File: src/rtl/gslef_pkg.sv
// Shared types and constants of the gated slew-limited EMA filter.
package gslef_pkg;

	localparam int ADC_W     = 12;
	localparam int TEMP_W    = 18;
	localparam int STATUS_W  = 2;
	localparam int ALPHA_W   = 9;
	localparam int STEP_W    = 16;
	localparam int OFFSET_W  = 13;
	localparam int PDATA_W   = 32;
	localparam int PADDR_W   = 4;

	localparam int SAMPLES_PER_READING_DEF = 8;
	localparam int CONV_SHIFT = 20;
	localparam int QUEUE_DEPTH = 2;

	localparam logic [ALPHA_W-1:0]  ALPHA_RST      = 9'd51;
	localparam logic [ALPHA_W-1:0]  ALPHA_ONE      = 9'd256;
	localparam logic [STEP_W-1:0]   STEP_LIMIT_RST = 16'd384;
	localparam logic [STEP_W-1:0]   OUTLIER_RST    = 16'd5120;
	localparam logic [OFFSET_W-1:0] OFFSET_RST     = 13'd512;

	typedef enum logic [STATUS_W-1:0] {
		ST_FIRST   = 2'd0,
		ST_NORMAL  = 2'd1,
		ST_SLEW    = 2'd2,
		ST_OUTLIER = 2'd3
	} status_t;

	typedef enum logic [1:0] {
		REG_ALPHA      = 2'd0,
		REG_STEP_LIMIT = 2'd1,
		REG_OUTLIER    = 2'd2,
		REG_OFFSET     = 2'd3
	} reg_idx_t;

	typedef struct packed {
		logic [ALPHA_W-1:0]         alpha;
		logic [STEP_W-1:0]          step_limit;
		logic [STEP_W-1:0]          outlier_limit;
		logic signed [OFFSET_W-1:0] offset;
	} cfg_t;

endpackage

File: src/rtl/gslef_if.sv
// Valid/ready channel interfaces for samples and results.
interface gslef_sample_if;
	logic                            valid;
	logic                            ready;
	logic [gslef_pkg::ADC_W-1:0]     adc_sample;

	modport source (output valid, output adc_sample, input ready);
	modport sink   (input valid, input adc_sample, output ready);
endinterface

interface gslef_result_if;
	logic                               valid;
	logic                               ready;
	logic signed [gslef_pkg::TEMP_W-1:0] temperature;
	logic [gslef_pkg::STATUS_W-1:0]     status;

	modport source (output valid, output temperature, output status, input ready);
	modport sink   (input valid, input temperature, input status, output ready);
endinterface

File: src/rtl/gslef_regs.sv
// APB register file holding the filter configuration.
module gslef_regs (
	input  logic                                clk,
	input  logic                                arst_n,
	input  logic                                psel,
	input  logic                                penable,
	input  logic                                pwrite,
	input  logic [gslef_pkg::PADDR_W-1:0]       paddr,
	input  logic [gslef_pkg::PDATA_W-1:0]       pwdata,
	output logic [gslef_pkg::PDATA_W-1:0]       prdata,
	output logic                                pready,
	output gslef_pkg::cfg_t                     cfg
);

	gslef_pkg::cfg_t     cfg_q;
	gslef_pkg::reg_idx_t idx;
	logic                wr_en;

	assign pready = 1'b1;
	assign idx    = gslef_pkg::reg_idx_t'(paddr[3:2]);
	assign wr_en  = psel & penable & pwrite;
	assign cfg    = cfg_q;

	always_ff @(posedge clk or negedge arst_n) begin
		if (!arst_n) begin
			cfg_q.alpha         <= gslef_pkg::ALPHA_RST;
			cfg_q.step_limit    <= gslef_pkg::STEP_LIMIT_RST;
			cfg_q.outlier_limit <= gslef_pkg::OUTLIER_RST;
			cfg_q.offset        <= gslef_pkg::OFFSET_RST;
		end else if (wr_en) begin
			unique case (idx)
				gslef_pkg::REG_ALPHA:      cfg_q.alpha <= pwdata[gslef_pkg::ALPHA_W-1:0];
				gslef_pkg::REG_STEP_LIMIT: cfg_q.step_limit <= pwdata[gslef_pkg::STEP_W-1:0];
				gslef_pkg::REG_OUTLIER:    cfg_q.outlier_limit <= pwdata[gslef_pkg::STEP_W-1:0];
				gslef_pkg::REG_OFFSET:     cfg_q.offset <= pwdata[gslef_pkg::OFFSET_W-1:0];
				default: ;
			endcase
		end
	end

	always_comb begin
		prdata = '0;
		unique case (idx)
			gslef_pkg::REG_ALPHA:      prdata = gslef_pkg::PDATA_W'(cfg_q.alpha);
			gslef_pkg::REG_STEP_LIMIT: prdata = gslef_pkg::PDATA_W'(cfg_q.step_limit);
			gslef_pkg::REG_OUTLIER:    prdata = gslef_pkg::PDATA_W'(cfg_q.outlier_limit);
			gslef_pkg::REG_OFFSET:     prdata = gslef_pkg::PDATA_W'(unsigned'(cfg_q.offset));
			default:                   prdata = '0;
		endcase
	end

endmodule

File: src/rtl/gslef_front.sv
// Sample accumulator: sums each group of samples and pushes the group sum.
module gslef_front #(
	parameter int SAMPLES_PER_READING = gslef_pkg::SAMPLES_PER_READING_DEF,
	parameter int SUM_W = 15
) (
	input  logic             clk,
	input  logic             arst_n,
	gslef_sample_if.sink     samples,
	output logic             push,
	output logic [SUM_W-1:0] push_sum,
	input  logic             push_ready
);

	localparam int CNT_W = (SAMPLES_PER_READING > 1) ? $clog2(SAMPLES_PER_READING) : 1;
	localparam logic [CNT_W-1:0] CNT_LAST = CNT_W'(SAMPLES_PER_READING - 1);

	logic [CNT_W-1:0] count_q;
	logic [SUM_W-1:0] sum_q;
	logic             last;
	logic             accept;
	logic [SUM_W-1:0] sum_next;

	assign last          = (count_q == CNT_LAST);
	// only the closing sample of a group needs room in the queue
	assign samples.ready = !last || push_ready;
	assign accept        = samples.valid && samples.ready;
	assign sum_next      = sum_q + SUM_W'(samples.adc_sample);
	assign push          = accept && last;
	assign push_sum      = sum_next;

	always_ff @(posedge clk or negedge arst_n) begin
		if (!arst_n) begin
			count_q <= '0;
			sum_q   <= '0;
		end else if (accept) begin
			if (last) begin
				count_q <= '0;
				sum_q   <= '0;
			end else begin
				count_q <= count_q + CNT_W'(1);
				sum_q   <= sum_next;
			end
		end
	end

endmodule

File: src/rtl/gslef_queue.sv
// Short FIFO of group sums between the accumulator and the filter engine.
module gslef_queue #(
	parameter int WIDTH = 15
) (
	input  logic             clk,
	input  logic             arst_n,
	input  logic             push,
	input  logic [WIDTH-1:0] push_data,
	output logic             push_ready,
	input  logic             pop,
	output logic             pop_valid,
	output logic [WIDTH-1:0] pop_data
);

	localparam int DEPTH = gslef_pkg::QUEUE_DEPTH;
	localparam int PTR_W = (DEPTH > 1) ? $clog2(DEPTH) : 1;
	localparam int CNT_W = $clog2(DEPTH + 1);

	logic [WIDTH-1:0] mem_q [DEPTH];
	logic [PTR_W-1:0] wr_ptr_q;
	logic [PTR_W-1:0] rd_ptr_q;
	logic [CNT_W-1:0] fill_q;
	logic             do_push;
	logic             do_pop;

	assign push_ready = (fill_q != CNT_W'(DEPTH));
	assign pop_valid  = (fill_q != '0);
	assign pop_data   = mem_q[rd_ptr_q];
	assign do_push    = push && push_ready;
	assign do_pop     = pop && pop_valid;

	always_ff @(posedge clk) begin
		if (do_push) begin
			mem_q[wr_ptr_q] <= push_data;
		end
	end

	always_ff @(posedge clk or negedge arst_n) begin
		if (!arst_n) begin
			wr_ptr_q <= '0;
			rd_ptr_q <= '0;
			fill_q   <= '0;
		end else begin
			if (do_push) begin
				wr_ptr_q <= (wr_ptr_q == PTR_W'(DEPTH - 1)) ? '0 : wr_ptr_q + PTR_W'(1);
			end
			if (do_pop) begin
				rd_ptr_q <= (rd_ptr_q == PTR_W'(DEPTH - 1)) ? '0 : rd_ptr_q + PTR_W'(1);
			end
			case ({do_push, do_pop})
				2'b10:   fill_q <= fill_q + CNT_W'(1);
				2'b01:   fill_q <= fill_q - CNT_W'(1);
				default: fill_q <= fill_q;
			endcase
		end
	end

endmodule

File: src/rtl/gslef_back.sv
// Filter engine: converts a group sum, gates outliers, clamps and applies the EMA.
module gslef_back #(
	parameter int SAMPLES_PER_READING = gslef_pkg::SAMPLES_PER_READING_DEF,
	parameter int SUM_W = 15
) (
	input  logic             clk,
	input  logic             arst_n,
	input  gslef_pkg::cfg_t  cfg,
	input  logic             q_valid,
	input  logic [SUM_W-1:0] q_sum,
	output logic             q_pop,
	gslef_result_if.source   results
);

	localparam int TW = gslef_pkg::TEMP_W;
	localparam int SW = gslef_pkg::STEP_W;
	localparam int AW = gslef_pkg::ALPHA_W;
	localparam longint unsigned CONV_K =
		((64'd84480 << gslef_pkg::CONV_SHIFT) + 64'd20475 * 64'(SAMPLES_PER_READING)) /
		(64'd40950 * 64'(SAMPLES_PER_READING));
	localparam int KW = $clog2(CONV_K + 1);
	localparam int PW = SUM_W + KW;
	localparam logic [KW-1:0] K = KW'(CONV_K);
	localparam logic [PW:0] CONV_HALF = (PW+1)'(1) << (gslef_pkg::CONV_SHIFT - 1);
	localparam int MW = SW + AW;

	typedef enum logic [3:0] {
		BK_IDLE  = 4'b0001,
		BK_CONV  = 4'b0010,
		BK_STEP  = 4'b0100,
		BK_WRITE = 4'b1000
	} bk_state_t;

	bk_state_t state_q;

	logic [PW-1:0]          prod_s1;
	logic signed [TW-1:0]   reading_s2;
	logic [SW-1:0]          mag_s2;
	logic                   neg_s2;
	gslef_pkg::status_t     status_s2;
	logic [MW-1:0]          prod_s3;

	logic signed [TW-1:0]   filt_q;
	logic                   primed_q;
	logic                   out_valid_q;
	logic signed [TW-1:0]   temp_q;
	gslef_pkg::status_t     status_q;

	logic [PW:0]            rnd_c;
	logic [TW-1:0]          raw_c;
	logic signed [TW:0]     reading_c;
	logic signed [TW+1:0]   d_c;
	logic [TW+1:0]          absd_c;
	logic                   outlier_c;
	logic                   slew_c;
	logic [AW-1:0]          alpha_c;
	logic [SW:0]            q_c;
	logic signed [TW-1:0]   step_c;
	logic signed [TW:0]     new_c;
	logic                   slot_free;
	gslef_pkg::status_t     status_c;

	// conversion with round half up
	assign rnd_c     = (PW+1)'(prod_s1) + CONV_HALF;
	assign raw_c     = TW'(rnd_c >> gslef_pkg::CONV_SHIFT);
	assign reading_c = $signed({1'b0, raw_c}) + (TW+1)'(cfg.offset);
	assign d_c       = (TW+2)'(reading_c) - (TW+2)'(filt_q);
	assign absd_c    = d_c[TW+1] ? (TW+2)'(-d_c) : (TW+2)'(d_c);
	assign outlier_c = absd_c > (TW+2)'(cfg.outlier_limit);
	assign slew_c    = absd_c > (TW+2)'(cfg.step_limit);

	always_comb begin
		if (!primed_q) begin
			status_c = gslef_pkg::ST_FIRST;
		end else if (outlier_c) begin
			status_c = gslef_pkg::ST_OUTLIER;
		end else if (slew_c) begin
			status_c = gslef_pkg::ST_SLEW;
		end else begin
			status_c = gslef_pkg::ST_NORMAL;
		end
	end

	assign alpha_c = (cfg.alpha > gslef_pkg::ALPHA_ONE) ? gslef_pkg::ALPHA_ONE : cfg.alpha;

	// EMA step, halves away from zero on the magnitude
	assign q_c    = (SW+1)'((prod_s3 + MW'(128)) >> 8);
	assign step_c = neg_s2 ? -$signed(TW'(q_c)) : $signed(TW'(q_c));
	assign new_c  = (TW+1)'(filt_q) + (TW+1)'(step_c);

	assign slot_free = !out_valid_q || results.ready;
	assign q_pop     = (state_q == BK_IDLE) && q_valid;

	assign results.valid       = out_valid_q;
	assign results.temperature = temp_q;
	assign results.status      = status_q;

	always_ff @(posedge clk) begin
		if (q_pop) begin
			prod_s1 <= PW'(q_sum) * PW'(K);
		end
		if (state_q == BK_CONV) begin
			reading_s2 <= reading_c[TW-1:0];
			mag_s2     <= slew_c ? cfg.step_limit : absd_c[SW-1:0];
			neg_s2     <= d_c[TW+1];
			status_s2  <= status_c;
		end
		if (state_q == BK_STEP) begin
			prod_s3 <= MW'(mag_s2) * MW'(alpha_c);
		end
		if ((state_q == BK_WRITE) && slot_free) begin
			status_q <= status_s2;
			unique case (status_s2)
				gslef_pkg::ST_FIRST:   temp_q <= reading_s2;
				gslef_pkg::ST_OUTLIER: temp_q <= filt_q;
				default:               temp_q <= new_c[TW-1:0];
			endcase
		end
	end

	always_ff @(posedge clk or negedge arst_n) begin
		if (!arst_n) begin
			state_q     <= BK_IDLE;
			filt_q      <= '0;
			primed_q    <= 1'b0;
			out_valid_q <= 1'b0;
		end else begin
			// a new result takes the slot; otherwise a taken result frees it
			if ((state_q == BK_WRITE) && slot_free) begin
				out_valid_q <= 1'b1;
			end else if (results.ready) begin
				out_valid_q <= 1'b0;
			end
			unique case (state_q)
				BK_IDLE: begin
					if (q_valid) begin
						state_q <= BK_CONV;
					end
				end
				BK_CONV: begin
					state_q <= BK_STEP;
				end
				BK_STEP: begin
					state_q <= BK_WRITE;
				end
				BK_WRITE: begin
					if (slot_free) begin
						primed_q    <= 1'b1;
						state_q     <= BK_IDLE;
						unique case (status_s2)
							gslef_pkg::ST_FIRST:   filt_q <= reading_s2;
							gslef_pkg::ST_OUTLIER: filt_q <= filt_q;
							default:               filt_q <= new_c[TW-1:0];
						endcase
					end
				end
				default: state_q <= BK_IDLE;
			endcase
		end
	end

endmodule

File: src/rtl/gated_slew_limited_ema_filter_unit.sv
// Top level of the gated slew-limited EMA temperature filter.
//
// Takes 12-bit converter samples on "samples" and returns one filtered
// temperature per group of SAMPLES_PER_READING samples on "results", in
// signed 1/256 degree C with a status code (first load, normal, slew
// limited, outlier rejected). Samples are accepted one per cycle; only the
// closing sample of a group can stall, and only when the two-entry queue of
// group sums is full. The filter engine handles one reading at a time (sum x
// conversion constant, outlier test and clamp, alpha multiply, update) and
// pops no new group sum until that reading has entered the result register,
// which waits on results.ready. Configuration (alpha, step_limit,
// outlier_limit, offset) lives on the APB port at byte addresses 0, 4, 8,
// 12 and should only be written while no transaction is in flight. The
// first reading after reset loads the filter directly; the held value is
// output for outliers.
module gated_slew_limited_ema_filter_unit #(
	parameter int SAMPLES_PER_READING = gslef_pkg::SAMPLES_PER_READING_DEF
) (
	input  logic                              clk,
	input  logic                              arst_n,
	gslef_sample_if.sink                      samples,
	gslef_result_if.source                    results,
	input  logic                              psel,
	input  logic                              penable,
	input  logic                              pwrite,
	input  logic [gslef_pkg::PADDR_W-1:0]     paddr,
	input  logic [gslef_pkg::PDATA_W-1:0]     pwdata,
	output logic [gslef_pkg::PDATA_W-1:0]     prdata,
	output logic                              pready
);

	// group sum grows by log2 of the group size over the sample width
	localparam int CNT_W = (SAMPLES_PER_READING > 1) ? $clog2(SAMPLES_PER_READING) : 1;
	localparam int SUM_W = gslef_pkg::ADC_W + CNT_W;

	gslef_pkg::cfg_t  cfg;
	logic             push;
	logic [SUM_W-1:0] push_sum;
	logic             push_ready;
	logic             q_pop;
	logic             q_valid;
	logic [SUM_W-1:0] q_sum;

	gslef_regs u_regs (
		.clk     (clk),
		.arst_n  (arst_n),
		.psel    (psel),
		.penable (penable),
		.pwrite  (pwrite),
		.paddr   (paddr),
		.pwdata  (pwdata),
		.prdata  (prdata),
		.pready  (pready),
		.cfg     (cfg)
	);

	// front: per-sample accumulation
	gslef_front #(
		.SAMPLES_PER_READING (SAMPLES_PER_READING),
		.SUM_W               (SUM_W)
	) u_front (
		.clk        (clk),
		.arst_n     (arst_n),
		.samples    (samples),
		.push       (push),
		.push_sum   (push_sum),
		.push_ready (push_ready)
	);

	// decouples sample intake from the filter engine
	gslef_queue #(
		.WIDTH (SUM_W)
	) u_queue (
		.clk        (clk),
		.arst_n     (arst_n),
		.push       (push),
		.push_data  (push_sum),
		.push_ready (push_ready),
		.pop        (q_pop),
		.pop_valid  (q_valid),
		.pop_data   (q_sum)
	);

	// back: conversion, gating, slew clamp, EMA, result register
	gslef_back #(
		.SAMPLES_PER_READING (SAMPLES_PER_READING),
		.SUM_W               (SUM_W)
	) u_back (
		.clk     (clk),
		.arst_n  (arst_n),
		.cfg     (cfg),
		.q_valid (q_valid),
		.q_sum   (q_sum),
		.q_pop   (q_pop),
		.results (results)
	);

endmodule

File: src/flat_wrapper.sv
// flat-port wrapper written by rule: the top's interface ports become plain ports
module gated_slew_limited_ema_filter_unit_flat 
#(
	parameter int SAMPLES_PER_READING = gslef_pkg::SAMPLES_PER_READING_DEF
)
  (clk, arst_n, psel, penable, pwrite, paddr, pwdata, prdata, pready, samples_valid, samples_adc_sample, samples_ready, results_valid, results_temperature, results_status, results_ready);
  gslef_sample_if samples_i ();
  gslef_result_if results_i ();
  input  logic clk;
  input  logic arst_n;
  input  logic psel;
  input  logic penable;
  input  logic pwrite;
  input  logic [gslef_pkg::PADDR_W-1:0] paddr;
  input  logic [gslef_pkg::PDATA_W-1:0] pwdata;
  output logic [gslef_pkg::PDATA_W-1:0] prdata;
  output logic pready;
  input wire logic [$bits(samples_i.valid)-1:0] samples_valid;
  input wire logic [$bits(samples_i.adc_sample)-1:0] samples_adc_sample;
  output wire logic [$bits(samples_i.ready)-1:0] samples_ready;
  output wire logic [$bits(results_i.valid)-1:0] results_valid;
  output wire logic [$bits(results_i.temperature)-1:0] results_temperature;
  output wire logic [$bits(results_i.status)-1:0] results_status;
  input wire logic [$bits(results_i.ready)-1:0] results_ready;
  assign samples_i.valid = samples_valid;
  assign samples_i.adc_sample = samples_adc_sample;
  assign samples_ready = samples_i.ready;
  assign results_valid = results_i.valid;
  assign results_temperature = results_i.temperature;
  assign results_status = results_i.status;
  assign results_i.ready = results_ready;
  gated_slew_limited_ema_filter_unit #(.SAMPLES_PER_READING(SAMPLES_PER_READING)) u_core (.clk(clk), .arst_n(arst_n), .samples(samples_i), .results(results_i), .psel(psel), .penable(penable), .pwrite(pwrite), .paddr(paddr), .pwdata(pwdata), .prdata(prdata), .pready(pready));
endmodule
File: config.mk
export PLATFORM = sky130hd
export DESIGN_NAME = gated_slew_limited_ema_filter_unit_flat
export DESIGN_NICKNAME = d
export VERILOG_FILES = /design/src/rtl/gslef_pkg.sv /design/src/rtl/gslef_if.sv /design/src/rtl/gslef_regs.sv /design/src/rtl/gslef_front.sv /design/src/rtl/gslef_queue.sv /design/src/rtl/gslef_back.sv /design/src/rtl/gated_slew_limited_ema_filter_unit.sv /design/src/flat_wrapper.sv
export SDC_FILE = /design/constraint.sdc
export NUM_CORES = 1
export LEC_CHECK = 0
export BUFFER_PORTS_ARGS = -buffer_cell sky130_fd_sc_hd__clkbuf_2
export CAP_MARGIN = 40
export CORE_MARGIN = 1.5
export CORE_UTILIZATION = 68
export DETAILED_ROUTE_END_ITERATION = 12
export GPL_TIMING_DRIVEN = 0
export PLACE_DENSITY = 0.88
export RECOVER_POWER = 100
export SETUP_SLACK_MARGIN = 0.1
export SYNTH_ARGS = -nofsm -noshare
export SYNTH_HDL_FRONTEND = slang
export SYNTH_SLANG_ARGS = --single-unit
File: constraint.sdc
create_clock -name clk -period 23.1 [get_ports clk]
set_clock_uncertainty 0.2 [all_clocks]
set_input_delay 1.155 -clock clk [delete_from_list [all_inputs] [get_ports clk]]
set_output_delay 1.155 -clock clk [all_outputs]
set_load 0.03 [all_outputs]
==> summary.txt <==
Detailed routing
  – DR pass1 iterations: 5
  – DR DRC count: 0
  – Initial DRC Count: between 1000 and 1500
  – Routed wl met2: 22940 µm
  – DR top layer: met4
  – Vias/cell: ~6.1
  – Wire per inst: 19.22 µm
  – Post-Route M1 WL: 18930 µm
  – Vias: 15270
  – Routed Antenna Nets: 0
  – Met3 routed WL: 3446 µm
  – Drt total wl: 47790 µm

Clock tree
  – CTS root buffer: clkbuf_16
  – Clock-pin slew on the worst setup and hold paths: 70 ps
  – Clk buf depth: 3
  – H-Tree Depth: 1
  – Count of clock tree sinks: roughly 220
  – Clock Latency Late Sink: ~540 ps
  – Post-CTS Setup Bufs: 0
  – Cts repair resizes: 0
  – CTS tree: done
  – Num CTS Buffers: 24
  – Cts hold-fix bufs: 0

Setup path
  – CP Data Arrival Time: 10390 ps
  – Startpoint types: flip-flop
  – Setup crit end kind: flip-flop
  – Worst flop-to-flop path startpoint: u_core.u_back.prod_s1[19]
  – Crit Path Class: reg2reg
  – Worst flop-to-flop path endpoint: u_core.u_back.mag_s2[7]
  – R2r setup slk: 12760 ps
  – Worst-path fanout max: 10
  – Worst R2R Path Depth: 33
  – CP max stage delay: 1030 ps
  – Worst EP required: roughly 23000 ps
  – Slowest-stage cell, CP: a311oi_1

Placed design
  – Detailed placer's ending HPWL: 37540 µm
  – GPL Wtd Cong: 0.9304
  – Placed insts: 2443
  – I/O Buffers: 73

STA
  – Post-Route Setup TNS: 0 ps
  – Final slew viol count: 103
  – Worst-Margin Slew: approximately 3500 ps
  – Final Hold Fails: 0
  – Relative slew slack: -130.3%
  – RSZ-0062 raised after global routing: false
  – Setup violators final: 0
  – Max Freq: a little under 0.1 GHz
  – Period utilization: 44.77%
  – Minimum clock period: 10340 ps

Job
  – MaxCap Viol Count: 2

Floorplanning
  – Initial core utilization: 69.39%
  – Num ports: 110
  – Die area: ~0.030 mm²
  – Die Ht: 171.8 µm
  – Die Width: about 170 µm
  – # rows: 61
  – Core area: 0.02793 mm²

Logic synthesis
  – Mapped Area: between 0.015 and 0.02 mm²
  – Largest cells by area after synthesis: edfxtp_1, ha_1, dfrtp_1
  – Main flop type after synthesis: edfxtp_1
  – Post-synthesis sequential area ratio: 31.41%
  – #FFs+latches synth: 219
  – Dominant cell type by area after synthesis: edfxtp_1
  – Mapped Cells: approximately 2000
  – Ys Warns: 0
  – Async S/R FF share, synth: a little under half
  – Synth unique cells: 73
  – Avg Cell Area, Syn: 9.859 µm²
  – Post-synth EDFFs: 119
  – Share of the synthesized area in the top cell type: ~18%

Status
  – Status: finished, violations left
  – Violated checks: max-capacitance violations, max-slew violations

Global routing
  – All-Layer GR Usage: between 30% and 40%
  – Largest net degree at the start of global routing: 60
  – GRT overflow: 0
  – First-pass GRT wire length: 76520 µm
  – Initial antenna violation count: 0
  – Vias in the first global route: 15270

Hold path
  – Depth of the worst hold-timing path: 2
  – Worst hold-check path type: reg2reg
  – Hold path startpoint: u_core.u_back.primed_q
  – Hold-critical path endpoint: u_core.u_back.primed_q

Finish
  – Final core utilization: 75.09%
  – Post-Layout Cell Count: 2487
  – Layout cell share with drive strength beyond 1: 7.776%
  – Most frequent cells in the layout: nand2_1, ha_1, inv_1
  – Commonest non-fill, non-tap cell in the layout: nand2_1
  – Fin nets: between 2000 and 2500
  – Layout area overhead: 8.218%
  – Inserted Diodes: 0
  – Fill count: around 1900
==> final cells by class <==
cell class                 count  area (µm²)  area share (%)
clock buffer                  27       611.8           2.917
clock inverter                17       152.6          0.7277
timing repair buffer          84       357.8           1.706
tap                          378       473.0           2.255
inverter                     215       807.0           3.848
buffer                        80       372.9           1.778
multi-input combinational   1467       12110           57.74
sequential                   219        6088           29.03
==> cells in the mapped netlist (39+ instances only) <==
library cell  count
a21oi_1          85
nor2_1           84
edfxtp_1        119
xnor2_1          86
nand3_1          39
xor2_1           59
fa_1            109
inv_1           214
mux2_2           48
and2_1           40
ha_1            221
nand2_1         227
clkbuf_1         44
dfrtp_1          90
o21ai_0         108
==> layer usage <==
metal | vias to the layer above | track usage (%)
li1 | 7019 | -
met1 | 7385 | 42.16
met2 | 725 | 56.40
met3 | 143 | 4.073
met4 | 0 | 16.26
met5 | - | 0
==> how the worst max path moves through the flow <==
stage,from,end,slack (ps)
after global placement,u_core.u_back.prod_s1[19],u_core.u_back.mag_s2[7],14430
after floorplan,u_core.u_back.prod_s1[19],u_core.u_back.mag_s2[10],15790
after global routing,u_core.u_back.prod_s1[19],u_core.u_back.mag_s2[7],12280
after detailed placement,u_core.u_back.prod_s1[19],u_core.u_back.mag_s2[9],14110
final,u_core.u_back.prod_s1[19],u_core.u_back.mag_s2[7],12760
after CTS,u_core.u_back.prod_s1[19],u_core.u_back.mag_s2[7],14070
==> worst max-delay path: cells and delay by family (launching register included) <==
family	cells	cell delay, ps
AND/OR/NAND/NOR	6	870
XOR/XNOR	2	770
multiplexers	1	420
flip-flops	1	390
AO/OA/AOI/OAI	17	4700
buffers and inverters	2	1010
adder cells (fa/ha/maj)	5	1670
==> stage by stage <==
stage                     instance area (µm²)  hold slack, ps  setup WS [ps]
after floorplan                         19440           225.1          15790
after global placement                  20280           244.0          14430
after detailed placement                20390           276.4          14110
after CTS                               21160           290.2          14070
after global routing                    20980           308.1          12280
final                                   20980           291.0          12760
==> flip-flops by register name, indices dropped and copies added (netlist names) <==
name                               cells
u_core.u_front.sum_q                  15
u_core.u_queue.fill_q                  2
u_core.u_back.state_q                  4
u_core.u_back.results.valid            1
u_core.u_back.prod_s1                 15
u_core.u_back.results.status           2
u_core.u_back.filt_q                  18
u_core.u_queue.rd_ptr_q                1
u_core.u_back.neg_s2                   1
u_core.u_back.status_s2                2
u_core.u_back.primed_q                 1
u_core.u_back.results.temperature     18
u_core.u_back.reading_s2              17
u_core.u_queue.wr_ptr_q                1
u_core.u_regs.cfg                     54
u_core.u_queue.mem_q                  30
u_core.u_back.prod_s3                 18
u_core.u_back.mag_s2                  16
u_core.u_front.count_q                 3
==> cell families (layout without fill, tap and decap cells) <==
kind of cell             count (synthesis)  in the layout  share of synthesized area [%]
adder cells (fa/ha/maj)                330            330                          25.52
flip-flops                             219            219                          31.41
other                                    2             17                        0.03875
XOR/XNOR                               145            145                          6.552
AND/OR/NAND/NOR                        547            547                          13.55
multiplexers                            76             76                          5.022
buffers and inverters                  295            423                          6.145
AO/OA/AOI/OAI                          352            352                          11.76
Power is not shown: default switching activity piles up to over one toggle a cycle in this logic, so the estimate is an artifact.
